## src/hdl/art_ram.sv

```systemverilog
// generic single write port ram with registered read
`default_nettype none

module art_ram #(
    parameter int WIDTH = 8,
    parameter int DEPTH = 16
) (
    input  wire logic                     aclk,
    input  wire logic                     we,
    input  wire logic [$clog2(DEPTH)-1:0] waddr,
    input  wire logic [WIDTH-1:0]         wdata,
    input  wire logic [$clog2(DEPTH)-1:0] raddr,
    output logic      [WIDTH-1:0]         rdata
);

    logic [WIDTH-1:0] mem [DEPTH];

    always_ff @(posedge aclk) begin
        if (we) begin
            mem[waddr] <= wdata;
        end
        rdata <= mem[raddr];
    end

endmodule

`default_nettype wire

```

## config.mk

```make
export PLATFORM = sky130hd
export DESIGN_NAME = art_ram
export DESIGN_NICKNAME = d
export VERILOG_FILES = /design/src/hdl/art_ram.sv
export SDC_FILE = /design/constraint.sdc
export NUM_CORES = 1
export LEC_CHECK = 0
export BUFFER_PORTS_ARGS = -buffer_cell sky130_fd_sc_hd__buf_4
export CAP_MARGIN = 20
export CORE_MARGIN = 5
export CORE_UTILIZATION = 60
export DETAILED_ROUTE_END_ITERATION = 8
export PLACE_DENSITY = 0.78
export SLEW_MARGIN = 0
export SYNTH_ARGS = -nofsm -noshare
export SYNTH_HDL_FRONTEND = slang
export SYNTH_SLANG_ARGS = --single-unit
export TNS_END_PERCENT = 5
```

## constraint.sdc

```tcl
create_clock -name aclk -period 3.2 [get_ports aclk]
set_clock_uncertainty 0.05 [all_clocks]
set_input_delay 0.16 -clock aclk [delete_from_list [all_inputs] [get_ports aclk]]
set_output_delay 0.16 -clock aclk [all_outputs]
set_load 0.01 [all_outputs]
```

# == Word level (Yosys, flattened, before mapping) ==
# Memories as Yosys holds them, arrays and structs flattened. A register that Yosys moved wholly into a read port is not among the register bits.
# Index checks and enable logic that the tools add are counted.
# totals
mem_count,1
word_cells,3
input_bits,18
mem_bits_rw,128
out_inout_bits,8
register_bits,0
# op_classes
muxes,2
# memory_table
name,words,word_bits,read_ports,rd_ports_with_merged_regs,wr,line_no,rtl
mem,16,8,1,1,1,16,logic [WIDTH-1:0] mem [DEPTH];
# ops
operator,n
1-bit 2-to-1 mux,2

# == Logic depth before layout (Yosys ltp) ==
# depth
depth_word,2
depth_mapped,5
depth_no_buf,3

# == Worst setup path after synthesis ==
# OpenSTA, ideal clock, no wires.
# synth_timing
path_kind,input to register
startpoint,in waddr[2]
endpoint,"mem mem[0][0], enable pin"
n_path_buf,0
path_stages,2
setup_time_ns,0.383
required_ns,2.767
arrival_time_ns,1.270
setup_slack_ns,1.497
path_cell_list,or3b_2 nor3_1
# synth_rtl
item,line_no,rtl
from (decl),10,"input wire logic [$clog2(DEPTH)-1:0] waddr,"
to (decl),16,
# Straight into the memory's write port.

==> results_dict.tcl <==
set metrics [dict create \
    synth-async-reset-ratio 0 \
    critPathSlowestCell "mux4_1" \
    status "completed" \
    p_comb_frac 0.049 \
    cts_resized 0 \
    yosys-top-cells-count "128 x edfxtp_1, 18 x mux4_2, 16 x a22oi_1, 14 x mux4_1, 13 x nor2_1" \
    min_from "waddr[0]" \
    coreArea_sq_mm 0.00830 \
    die_y_um 103 \
    fin_nets 294 \
    cts_tree "yes" \
    synth_top_area_frac 0.747 \
    crit_path_start_kind "flip-flop" \
    power_switching_share 0.199 \
    seq_power_share 0.498 \
    clockPowerShare 0.452 \
    yosys-top-cells-area "edfxtp_1 75%, mux4_2 7.9%, mux4_1 7.1%" \
    crit_fanout 1 \
    drt-total-wl_um 10100 \
    htreeDepth 4 \
    yosys_warnings 0 \
    worst_hold_slack_ns 0.0622 \
    placed_area_sq_mm 0.00541 \
    synth.most_common_cell "edfxtp_1" \
    drtIter0Drc 329 \
    grt_pass1_wl_um 15600 \
    place_hpwl_um 5640 \
    worstSetupPathType "reg -> reg" \
    yosysSeqAreaShare 0.778 \
    reg2reg_from "mem[0][1]$_DFFE_PP_" \
    die_x_um 103 \
    reg2regPathDepth 3 \
    drive_gt1_frac 0.270 \
    post-route-min-period_ns 1.39 \
    detail-route-antenna-nets 0 \
    clk_pin_slew_ns 0.06 \
    finalCritPeriodShare 0.435 \
    clockBufferDepth 2 \
    via_per_inst 6.34 \
    fin_tns_setup_ns 0 \
    hold_viol_final 0 \
    port_buffers 25 \
    drv_slew 0 \
    fmax_ghz 0.718 \
    antenna_found_initial 0 \
    initial_core_util 0.620 \
    power_density_mw_per_mm2 663 \
    synth.distinct_cells 19 \
    num_vias 2497 \
    worstHoldPathType "in -> reg" \
    gp_congestion 0.742 \
    groute.usage.overall 0.216 \
    antennaDiodeCount 0 \
    p_int_uw 3220 \
    cp-end-kind "flip-flop" \
    cp_cell_sequence "mux4_1 -> a22oi_1 -> nand2_1" \
    cp-startpoint "mem[0][1]$_DFFE_PP_" \
    max_slew_margin 0.276 \
    grt_pass1_vias 2524 \
    min_path_cells 2 \
    placed_cells 353 \
    grt_setup_unrepaired "no" \
    syn_inst 229 \
    cts_hold_buf 8 \
    net-switching-power_uw 803 \
    syn_area_sq_mm 0.00515 \
    drc 0 \
    wl_per_cell_um 25.6 \
    avgSynthCellArea_sq_um 22.5 \
    ys.flop_type "edfxtp_1" \
    cts_num_sinks 136 \
    drtPass1Iterations 5 \
    worstMarginPinSlew_ns 1.08 \
    instances_no_fill 394 \
    synth_edf_count 128 \
    critPathRequiredTime_ns 3.54 \
    yosys.area.top_type "edfxtp_1" \
    cts_made_buffers 17 \
    crit_path_max_incr_delay_ns 0.54 \
    ios 26 \
    globalRoute.totalOverflow 0 \
    post-cts-setup-buffers 0 \
    insertion_delay_ns 0.51 \
    drv_cap 0 \
    design_area_sq_mm 0.00607 \
    ys_ff_latch 136 \
    fp-row-count 33 \
    cp.arrival_ns 1.73 \
    dieArea_sq_mm 0.0105 \
    peakVddDrop_uv 543 \
    power_leakage_uw 0.00204 \
    setup_viol 0 \
    grt_max_degree 33 \
    syn2layout_area_growth_pct 18.0 \
    syn_nets 247 \
    cts_root_buf "clkbuf_8" \
]
[power groups by stage]
stage | logic, uW | clock network, uW | registers, uW
floorplan | 101 | 0 | 2040
global placement | 182 | 0 | 2040
detailed placement | 188 | 0 | 2040
CTS | 200 | 1830 | 2010
global route | 213 | 1940 | 2010
finish | 198 | 1820 | 2010
[flip-flops by register name, indices dropped and copies added, names as in the netlist]
signal  count
mem       128
rdata       8
[worst max-delay path: cells and delay by family (launching register included)]
kind,cells,cell delay [ns]
compound gates,1,0.21
flops,1,0.40
mux,1,0.54
simple gates,1,0.07
[worst paths after layout]
path | endpoint | slack (ns)
hold reg to reg | rdata[2]$_DFF_P_ | 0.61
setup / recovery | rdata[1]$_DFF_P_ | 1.81
setup reg to reg | rdata[1]$_DFF_P_ | 1.81
hold / removal | mem[4][7]$_DFFE_PP_ | 0.06
[layout make-up]
type,instances,area [sq um]
Clock buffer,19,442
Multi-Input combinational cell,83,1060
Clock inverter,13,129
Timing Repair Buffer,38,309
Tap cell,105,131
Fill cell,441,2230
Sequential cell,136,4000
[cells in the final DEF (no fill, tap or decap), types with 2 or more instances in the layout]
master / instances
clkinv_4: 2
nand2b_1: 2
clkbuf_8: 3
clkinv_1: 3
clkbuf_16: 16
clkinv_2: 2
buf_4: 29
bufinv_16: 2
clkinvlp_4: 4
mux4_1: 14
dlygate4sd3_1: 8
nand2_1: 9
nand3b_1: 2
mux4_2: 18
nor3_1: 4
dfxtp_1: 8
edfxtp_1: 128
a22oi_1: 16
nor2_1: 13
[per-layer routing]
| metal | up-vias | routed length, um | track usage |
|---|---|---|---|
| li1 | 1069 | - | - |
| met1 | 1263 | 4340 | 0.334 |
| met2 | 152 | 4710 | 0.308 |
| met3 | 13 | 889 | 0.0447 |
| met4 | 0 | 151 | 0.0838 |
| met5 | - | 0 | 0 |
[kinds of logic after synthesis]
| group | count (synthesis) | synth area share |
|---|---|---|
| multiplexers | 32 | 0.150 |
| AND/OR/NAND/NOR | 35 | 0.0318 |
| AO/OA/AOI/OAI | 16 | 0.0233 |
| buffers and inverters | 10 | 0.0168 |
| flip-flops | 136 | 0.778 |
[through the flow]
step	util	power [uW]	worst slack, ns
6_report	0.732	4020	1.81
5_1_grt	0.732	4160	1.71
4_1_cts	0.730	4040	1.80
3_5_place_dp	0.652	2230	1.30
3_3_place_gp	0.651	2220	1.30
2_1_floorplan	-	2140	1.50
(Power assumes the default switching activity.)
