### src/hdl/art_match.sv
// shared range compare unit: start <= key < end
`default_nettype none

module art_match #(
    parameter int ADDR_BITS = 48,
    parameter int END_BITS  = 49
) (
    input  wire logic [ADDR_BITS-1:0] range_start,
    input  wire logic [END_BITS-1:0]  range_end,
    input  wire logic [ADDR_BITS-1:0] key,
    output logic                      covers
);

    assign covers = (range_start <= key) && (range_end > END_BITS'(key));

endmodule

`default_nettype wire

### config.mk
export PLATFORM = sky130hd
export DESIGN_NAME = art_match
export DESIGN_NICKNAME = d
export VERILOG_FILES = /design/src/hdl/art_match.sv
export SDC_FILE = /design/constraint.sdc
export NUM_CORES = 1
export LEC_CHECK = 0
export BUFFER_PORTS_ARGS = -buffer_cell sky130_fd_sc_hd__buf_4
export CORE_ASPECT_RATIO = 2
export CORE_UTILIZATION = 45
export DETAILED_ROUTE_END_ITERATION = 16
export PLACE_DENSITY = 0.95
export SLEW_MARGIN = 20
export SYNTH_ARGS = -nofsm -noshare
export SYNTH_HDL_FRONTEND = slang
export SYNTH_SLANG_ARGS = --single-unit
### constraint.sdc
create_clock -name vclk -period 2.8
set_input_delay 0.56 -clock vclk [all_inputs]
set_output_delay 0.56 -clock vclk [all_outputs]
set_load 0.01 [all_outputs]
Word level (Yosys, flattened, before mapping)
Index checks and enable logic that the tools add are counted.

Add/subtract/negate cells: 0. Multipliers: 0. Divide/modulo/power cells: 0. Magnitude comparators: 2. Equal/unequal tests: 0. Shift-type cells: 0. Multiplexer cells: 0. Bitwise gates (word level): 0. Reduce and logical (&&, ||, !) cells: 1.

Operators with widths (number): $gt A49 B48 Y1 (1); $le A48 B48 Y1 (1); $logic_and A1 B1 Y1 (1).

Flip-flop bits (word level): 0. Bits in latches: 0. Memory bits (writable): 0. Memory bits (read-only): 0. Input port bits: 145. Output and inout bits: 1. Word-level logic and storage cells: 3. Memories kept: 0.

Logic depth before layout (Yosys ltp)
Gate-level depths: netlist (run 1).

Word-level depth: 2. Mapped depth: 8. Gate-level depth less buffers: 8.

Worst setup path before layout (run 1)
OpenSTA, ideal clock, no wires.

Path type: input port to output port. Start point: in key[7]. End point: out covers. Data arrival time: 2228 ps. Data required time: 2240 ps. Slack: 12 ps. Stages: 8. Path buffers: 0. Path through: inv_1 ha_1 a21oi_2 o21ai_1 a221o_1 a2111oi_2 o211ai_1 a211oi_1.

Word-level cells in the longest chain between the ends: 2.

Ends and longest elaborated chain: start, declared (RTL line 10) `input wire logic [ADDR_BITS-1:0] key,`; $gt A49 B48 Y1 / $le A48 B48 Y1 (equally long branches) (RTL line 14) `assign covers = (range_start <= key) && (range_end > END_BITS'(key));`; $logic_and A1 B1 Y1 (*) (RTL line 14); end, declared (RTL line 11) `output logic covers`.

Every way passes the cells marked *; elsewhere a longest branch is shown, timed or not.

Worst setup path in the final report (run 1)
Start point: in key[31]. End point: out covers.

Same word-level chain as after synthesis.

==> impl_metrics.csv, run 1 <==
group,metric,value,unit
status,status,"finished, violations left",
status,violations,"negative setup slack",
placed_design,dp_slack,-0.1920,ns
sta,drv_slew,0,
yosys,synth.top_cells.by_count,"ha_1 (96), inv_1 (50), a21oi_1 (36)",
worst_setup_path,cpPeakStageDelay,0.34,ns
detailed_routing,vias,3209,
sta,setup_violations,1,
sta,hold_violations,0,
detailed_routing,drt_wl_total,9.590,mm
cells_and_area,diodes,0,
worst_setup_path,start_kind,"input pin",
sta,final.period_utilization,106.8,%
yosys,synth_most_common_cell,"ha_1",
detailed_routing,drt-wirelength-per-cell,17.56,um
die,start_util,46.53,%
detailed_routing,drt_iter0_drc,91,
yosys,ys_seq_area_share,0,%
global_routing,grt_pass1_wl,13.37,mm
cells_and_area,fill_cells,269,
power,irDropWorstVdd,0.1003,mV
yosys,syn_inst,297,
global_routing,overflow,0,
yosys,syn_area,2263,um^2
cells_and_area,nNetsFinal,732,
power,power_density,153.0,nW/um^2
die,fp.dieH,102.3,um
yosys,synth_area_leaders,"ha_1 (53%), inv_1 (8.3%), a21oi_1 (8.0%)",
hold_path,hold_start,"range_end[1]",
placed_design,place_hpwl,7.238,mm
sta,worst_pin_slew,0.4594,ns
placed_design,routabilityCongestion,0.8883,
die,core.rowCount,36,
yosys,synth_largest_area_cell,"ha_1",
hold_path,hold_path_depth,6,
placed_design,portBuffers,146,
yosys,ys_types,33,
global_routing,grt_pass1_vias,3347,
sta,period_minus_slack,2.990,ns
cells_and_area,stdcell_area,4076,um^2
yosys,yosys_warnings,0,
worst_setup_path,crit_chain,"buf_4 > inv_1 > ha_4 > nand4_1 > nor4_4 > nand2_2 > nor4_2 > a21oi_1 > a211oi_1 > buf_4",
sta,rsz0062_at_grt,"yes",
sta,fin_ws,-0.1904,ns
die,die_x,52.15,um
global_routing,grt_max_degree,4,
yosys,synth_nets,538,
die,core-area,4865,um^2
cells_and_area,nClkBuffers,0,
sta,slew_headroom,69.05,%
worst_setup_path,cp-end-kind,"primary output",
run,max_cap_violations,0,
die,die_area,5335,um^2
worst_setup_path,cp_data_arrival_time,2.43,ns
cells_and_area,fin_util,83.80,%
detailed_routing,drtAntennaViolNets,0,
worst_setup_path,cp-startpoint,"key[31]",
die,num_io_pins,146,
worst_setup_path,crit_top_cell,"buf_4",
worst_setup_path,critPathSlowestCell,"nor4_4",
cells_and_area,layout-drive-gt1-share,48.26,%
placed_design,placed_area,3739,um^2
detailed_routing,vias_per_cell,5.877,
sta,timing.fmax,334.4,MHz
worst_setup_path,critical_path_class,"in -> out",
cells_and_area,seq_cell_count,0,
cells_and_area,area_growth,80.10,%
detailed_routing,drc,0,
cells_and_area,regArea,0,um^2
detailed_routing,drtPass1Iterations,4,
global_routing,antenna_found_initial,0,
yosys,avgSynthCellArea,7.621,um^2
global_routing,grt_usage,32.50,%
worst_setup_path,cp_max_fo,2,
yosys,synth_top_cell_area_share,53.07,%
clock_tree,ctsHoldBuffers,0,
hold_path,min_path_type,"in -> out",
worst_setup_path,required,2.24,ns
power,power.leakage,2.201,nW
cells_and_area,multi_input_area,2361,um^2
worst paths after layout:
kind	end	slack [ns]
max	covers	-0.19
min	covers	1.81
routing by layer:
| layer | routed length, um | track usage (%) | part of all wire [%] |
|---|---|---|---|
| met5 | 0 | 0 | 0 |
| met4 | 777 | 20.45 | 8.1 |
| met3 | 536 | 3.869 | 5.6 |
| met2 | 5333 | 66.67 | 56 |
| met1 | 2943 | 26.92 | 31 |
logic make-up (layout without fill, tap and decap cells):
family,count (synthesis),in the layout,share of synthesized area [%]
muxes,1,1,0.4423
buffers and inverters,50,242,8.292
AOI/OAI and AO/OA,74,74,20.56
adders and majority gates,96,96,53.07
and+or+nand+nor,76,76,17.63
cell type report:
cell class / count / share of cell area, %
multi-input combinational: 247 / 57.92
timing repair buffer: 192 / 35.54
inverter: 50 / 4.788
tap: 57 / 1.750
power by group:
part	switching [W]	internal (W)	leakage [nW]
Combinational	0.000279	0.000345	2.20
Clock	0	0	0
Sequential	0	0	0
Total	0.000279	0.000345	2.20
stage by stage:
stage	std cells	setup TNS (ns)	total power (W)	hold slack [ns]
floorplan	297	0	0.0002404	1.494
global placement	541	-0.1734	0.0004970	1.738
detailed placement	541	-0.1920	0.0005312	1.761
CTS	542	-0.08456	0.0005651	1.761
global route	546	-0.3028	0.0006804	1.817
finish	546	-0.1904	0.0006235	1.812
worst max-delay path, delay by kind of cell:
family / cells / cell delay (ns)
buf+inv: 3 / 0.32
fa+ha+maj: 1 / 0.29
compound gates: 2 / 0.35
simple gates: 4 / 0.92
placed cells by master, fill, tap and decap left out, types with 2 or more instances in the layout:
cell type  count
a21o_1         4
o21ai_1        5
nand2_1       24
ha_4          16
o21ai_0        6
nand3_1       11
inv_1         40
nand4_1       15
a211oi_1       5
o211ai_1       4
buf_6          2
buf_4        190
a21oi_2        5
nor2b_1        2
inv_4          3
nor4_4         2
nor3_2         2
and4_1         2
inv_2          7
nor2_1         9
a21oi_1       33
ha_1          80
a221o_1        3
what timing repair did:
| action | in CTS | in global routing |
|---|---|---|
| pin swaps | 15 | 13 |
| endpoints found under the hold margin | 0 | 0 |
| buffers inserted | 1 | 4 |
| resized for setup | 29 | 18 |
| endpoints found under the setup margin | 1 | 1 |
| cloned | 0 | 0 |
(Power assumes the default switching activity.)
==> run 2, diff against run 1 <==
- SETUP_SLACK_MARGIN: not set -> 0.05
==> impl_metrics.csv, run 2 (synthesis gave the netlist of run 1 again) <==
group,metric,value,unit
status,status,"finished, violations left",
status,violations,"negative setup slack",
sta,period_minus_slack,2.959,ns
sta,fin_ws,-0.1592,ns
cells_and_area,nClkBuffers,0,
die,fp.dieH,102.3,um
global_routing,grt_pass1_vias,3387,
placed_design,place_hpwl,7.059,mm
die,core-area,4865,um^2
placed_design,routabilityCongestion,0.8449,
global_routing,grt_pass1_wl,13.71,mm
worst_setup_path,cp_max_fo,3,
cells_and_area,nNetsFinal,719,
worst_setup_path,cp_data_arrival_time,2.40,ns
sta,hold_violations,0,
cells_and_area,final_common_cell,"buf_4",
worst_setup_path,critical_path_class,"in -> out",
cells_and_area,layout-drive-gt1-share,49.79,%
detailed_routing,drtAntennaViolNets,0,
power,irDropWorstVdd,0.09985,mV
sta,setup_violations,1,
cells_and_area,area_growth,77.56,%
die,start_util,46.53,%
die,core.rowCount,36,
detailed_routing,vias,3083,
global_routing,grt_usage,33.05,%
die,die_x,52.15,um
global_routing,grt_max_degree,5,
detailed_routing,routed-wl-met3,357,um
global_routing,overflow,0,
worst_setup_path,cp-end-kind,"primary output",
global_routing,antenna_found_initial,0,
placed_design,dp_slack,-0.2418,ns
run,max_cap_violations,0,
sta,final.period_utilization,105.7,%
sta,worst_pin_slew,0.3481,ns
cells_and_area,final_cell_mix,"buf_4 (174), ha_1 (79), inv_1 (33), a21oi_1 (33), nand2_1 (24)",
sta,timing.fmax,337.9,MHz
worst_setup_path,start_kind,"input pin",
worst_setup_path,critPathSlowestCell,"a221o_1",
power,power_density,151.2,nW/um^2
detailed_routing,drt_iter0_drc,55,
power,power.leakage,2.127,nW
detailed_routing,wl_met1,2.718,mm
cells_and_area,fill_cells,303,
sta,drv_slew,0,
worst_setup_path,crit_chain,"buf_6 > inv_4 > ha_4 > a21oi_2 > o21ai_2 > a221o_1 > a2111oi_4 > o211ai_1 > a211oi_2 > buf_4",
detailed_routing,wl_met2,5.171,mm
sta,rsz0062_at_grt,"yes",
cells_and_area,seq_cell_count,0,
cells_and_area,diodes,0,
placed_design,portBuffers,146,
detailed_routing,highest_layer,"met4",
cells_and_area,stdcell_area,4019,um^2
detailed_routing,drt-wirelength-per-cell,16.52,um
cells_and_area,stdcell_count,533,
detailed_routing,drc,0,
cells_and_area,regArea,0,um^2
detailed_routing,drtPass1Iterations,4,
detailed_routing,drt_wl_total,8.805,mm
detailed_routing,vias_per_cell,5.784,
worst_setup_path,required,2.24,ns
placed_design,placed_area,3654,um^2
worst_setup_path,cpPeakStageDelay,0.36,ns
cells_and_area,multi_input_area,2380,um^2
sta,holdWs,1.827,ns
placed_design,dp.cells,529,
die,die_area,5335,um^2
hold_path,min_path_type,"in -> out",
die,num_io_pins,146,
sta,slew_headroom,76.58,%
## run 2: path summary, 6_finish.rpt
kind / start / slack (ns) / cells after the start / endpoint
max: key[7] / -0.16 / 10 / covers
min: range_start[31] / 1.83 / 7 / covers
## run 2: worst max-delay path: cells and delay by family
kind                       cells  cell delay (ns)
AOI/OAI and AO/OA              6             1.31
buffers and inverters          3             0.33
adders and majority gates      1             0.21
## run 2: what timing repair did
item	CTS	global route
endpoints found under the hold margin	0	0
gates resized for setup	49	16
buffers inserted	4	0
setup endpoints to repair	1	1
hold buffers	0	0
pin swaps	21	17
## run 2: metal layers
layer	vias to the layer above	GRT usage (%)
li1	1466	-
met1	1427	26.90
met2	140	68.15
met3	50	4.613
met4	0	20.24
met5	-	0
## run 2: power by group
group	total [W]	internal [W]	switching (W)
combinational	0.000608	0.000338	0.000270
sequential	0	0	0
clock	0	0	0
## run 2: area by class of cell
type               instances  area share, %
inverters                 50          5.106
multi-input cells        247          59.22
well taps                 57          1.775
repair buffers           179          33.90
## run 2: metrics by stage
stage	power, W	TNS, ns	utilization (%)
floorplan	0.0002424	0	-
global placement	0.0004857	-0.1656	75.10
detailed placement	0.0005178	-0.2418	75.10
CTS	0.0005694	-0.09002	80.97
global route	0.0006678	-0.2317	82.61
finish	0.0006078	-0.1592	82.61
==> run 3, diff against run 2 <==
==> constraint.sdc (replaced) <==
create_clock -name vclk -period 2.8
set_input_delay 0.14 -clock vclk [all_inputs]
set_output_delay 0.14 -clock vclk [all_outputs]
set_load 0.01 [all_outputs]
==> impl_metrics.csv, run 3 (synthesis gave the netlist of run 1 again) <==
group,metric,value,unit
sta,timing.fmax,450.0,MHz
global_routing,grt_pass1_vias,2959,
placed_design,dp_slack,0.5982,ns
global_routing,overflow,0,
hold_path,min_path_type,"in -> out",
power,irDropWorstVdd,0.07941,mV
cells_and_area,diodes,0,
sta,fin_ws,0.5776,ns
cells_and_area,multi_input_area,2076,um^2
global_routing,antenna_found_initial,0,
detailed_routing,vias_per_cell,5.660,
power,p_int,0.0002670,W
run,max_cap_violations,0,
die,start_util,46.53,%
sta,final.period_utilization,79.37,%
clock_tree,ctsResizeCount,0,
sta,period_minus_slack,2.222,ns
clock_tree,ctsHoldBuffers,0,
cells_and_area,final_common_cell,"buf_4",
sta,slew_headroom,71.27,%
cells_and_area,nNetsFinal,686,
worst_setup_path,cp-startpoint,"key[30]",
detailed_routing,drtPass1Iterations,4,
detailed_routing,drt_wl_total,7.253,mm
worst_setup_path,endpoint,"covers",
detailed_routing,drt-wirelength-per-cell,14.51,um
cells_and_area,seq_cell_count,0,
worst_setup_path,required,2.66,ns
power,pwr-share-clk,0,%
worst_setup_path,cp_data_arrival_time,2.08,ns
cells_and_area,final_cell_mix,"buf_4 (146), ha_1 (96), inv_1 (50)",
cells_and_area,nClkBuffers,0,
die,core.rowCount,36,
placed_design,routabilityCongestion,0.8592,
die,core-area,4865,um^2
sta,setup_violations,0,
sta,hold_violations,0,
status,status,"finished clean",
worst_setup_path,critical_path_class,"in -> out",
worst_setup_path,start_kind,"input pin",
worst_setup_path,cp_max_fo,3,
power,sw_frac_of_total,44.39,%
sta,worst_pin_slew,0.4270,ns
power,p_seq_share,0,%
worst_setup_path,cp-end-kind,"primary output",
power,power.switching,0.0002131,W
power,power.leakage,1.967,nW
sta,rsz0062_at_grt,"no",
power,power_density,139.9,nW/um^2
die,fp.dieH,102.3,um
detailed_routing,vias,2830,
detailed_routing,drtAntennaViolNets,0,
cells_and_area,layout-drive-gt1-share,34.76,%
global_routing,grt_max_degree,5,
global_routing,grt_pass1_wl,11.36,mm
die,die_area,5335,um^2
placed_design,place_hpwl,6.703,mm
cells_and_area,fill_cells,392,
die,die_x,52.15,um
sta,fin_tns_setup,0,ns
placed_design,portBuffers,146,
detailed_routing,drt_iter0_drc,35,
global_routing,grt_usage,27.01,%
power,power_frac_comb,100.0,%
cells_and_area,regArea,0,um^2
cells_and_area,area_growth,51.58,%
sta,drv_slew,0,
clock_tree,cts_setup_buffers,0,
die,num_io_pins,146,
detailed_routing,drc,0,
## run 3: cell types whose count changed in the layout (fill, tap and decap cells not counted), sizes merged
cell	change
buf	-33
## run 3: worst min path at each step
stage | depth (start not counted) | from | endpoint | slack (ns)
final | 6 | range_start[15] | covers | 0.92
after global routing | 6 | key[0] | covers | 0.96
after CTS | 6 | key[0] | covers | 0.92
after detailed placement | 6 | key[0] | covers | 0.92
after global placement | 6 | key[0] | covers | 0.90
after floorplan | 4 | key[0] | covers | 0.65
## run 3: per-layer routing
metal	track usage (%)	routed length, um	part of all wire (%)
met1	24.60	2401	33
met2	56.11	4084	56
met3	2.381	408	5.6
met4	11.54	358	4.9
met5	0	0	0
## run 3: worst max-delay path, cell delays in order
cell and delay, ns:
buf_4 0.08, inv_1 0.05, ha_1 0.31, nand4_1 0.15, nor4_2 0.41, nand2_1 0.12, nor4_1 0.33, a21oi_1 0.07
a211oi_1 0.25, buf_4 0.17
## run 3: area by class of cell
| cell class | instances | area share (%) |
|---|---|---|
| multi-input combinational | 247 | 60.50 |
| timing repair buffer | 146 | 31.95 |
| inverter | 50 | 5.470 |
| tap | 57 | 2.079 |
## run 3: metrics by stage
| step | std cells | instance area [um^2] | hold slack, ns | utilization [%] | total power, W |
|---|---|---|---|---|---|
| global placement | 500 | 3431 | 0.9014 | 70.52 | 0.0004536 |
| finish | 500 | 3431 | 0.9176 | 70.52 | 0.0004801 |
| global route | 500 | 3431 | 0.9580 | 70.52 | 0.0005410 |
| floorplan | 297 | 2263 | 0.6541 | - | 0.0002404 |
| detailed placement | 500 | 3431 | 0.9223 | 70.52 | 0.0004774 |
| CTS | 500 | 3431 | 0.9223 | 70.52 | 0.0004799 |
## run 3: power groups by stage
stage               Clock [W]  Combinational [W]  Sequential, W
finish                      0           0.000480              0
global route                0           0.000541              0
CTS                         0           0.000480              0
detailed placement          0           0.000477              0
global placement            0           0.000454              0
floorplan                   0           0.000240              0
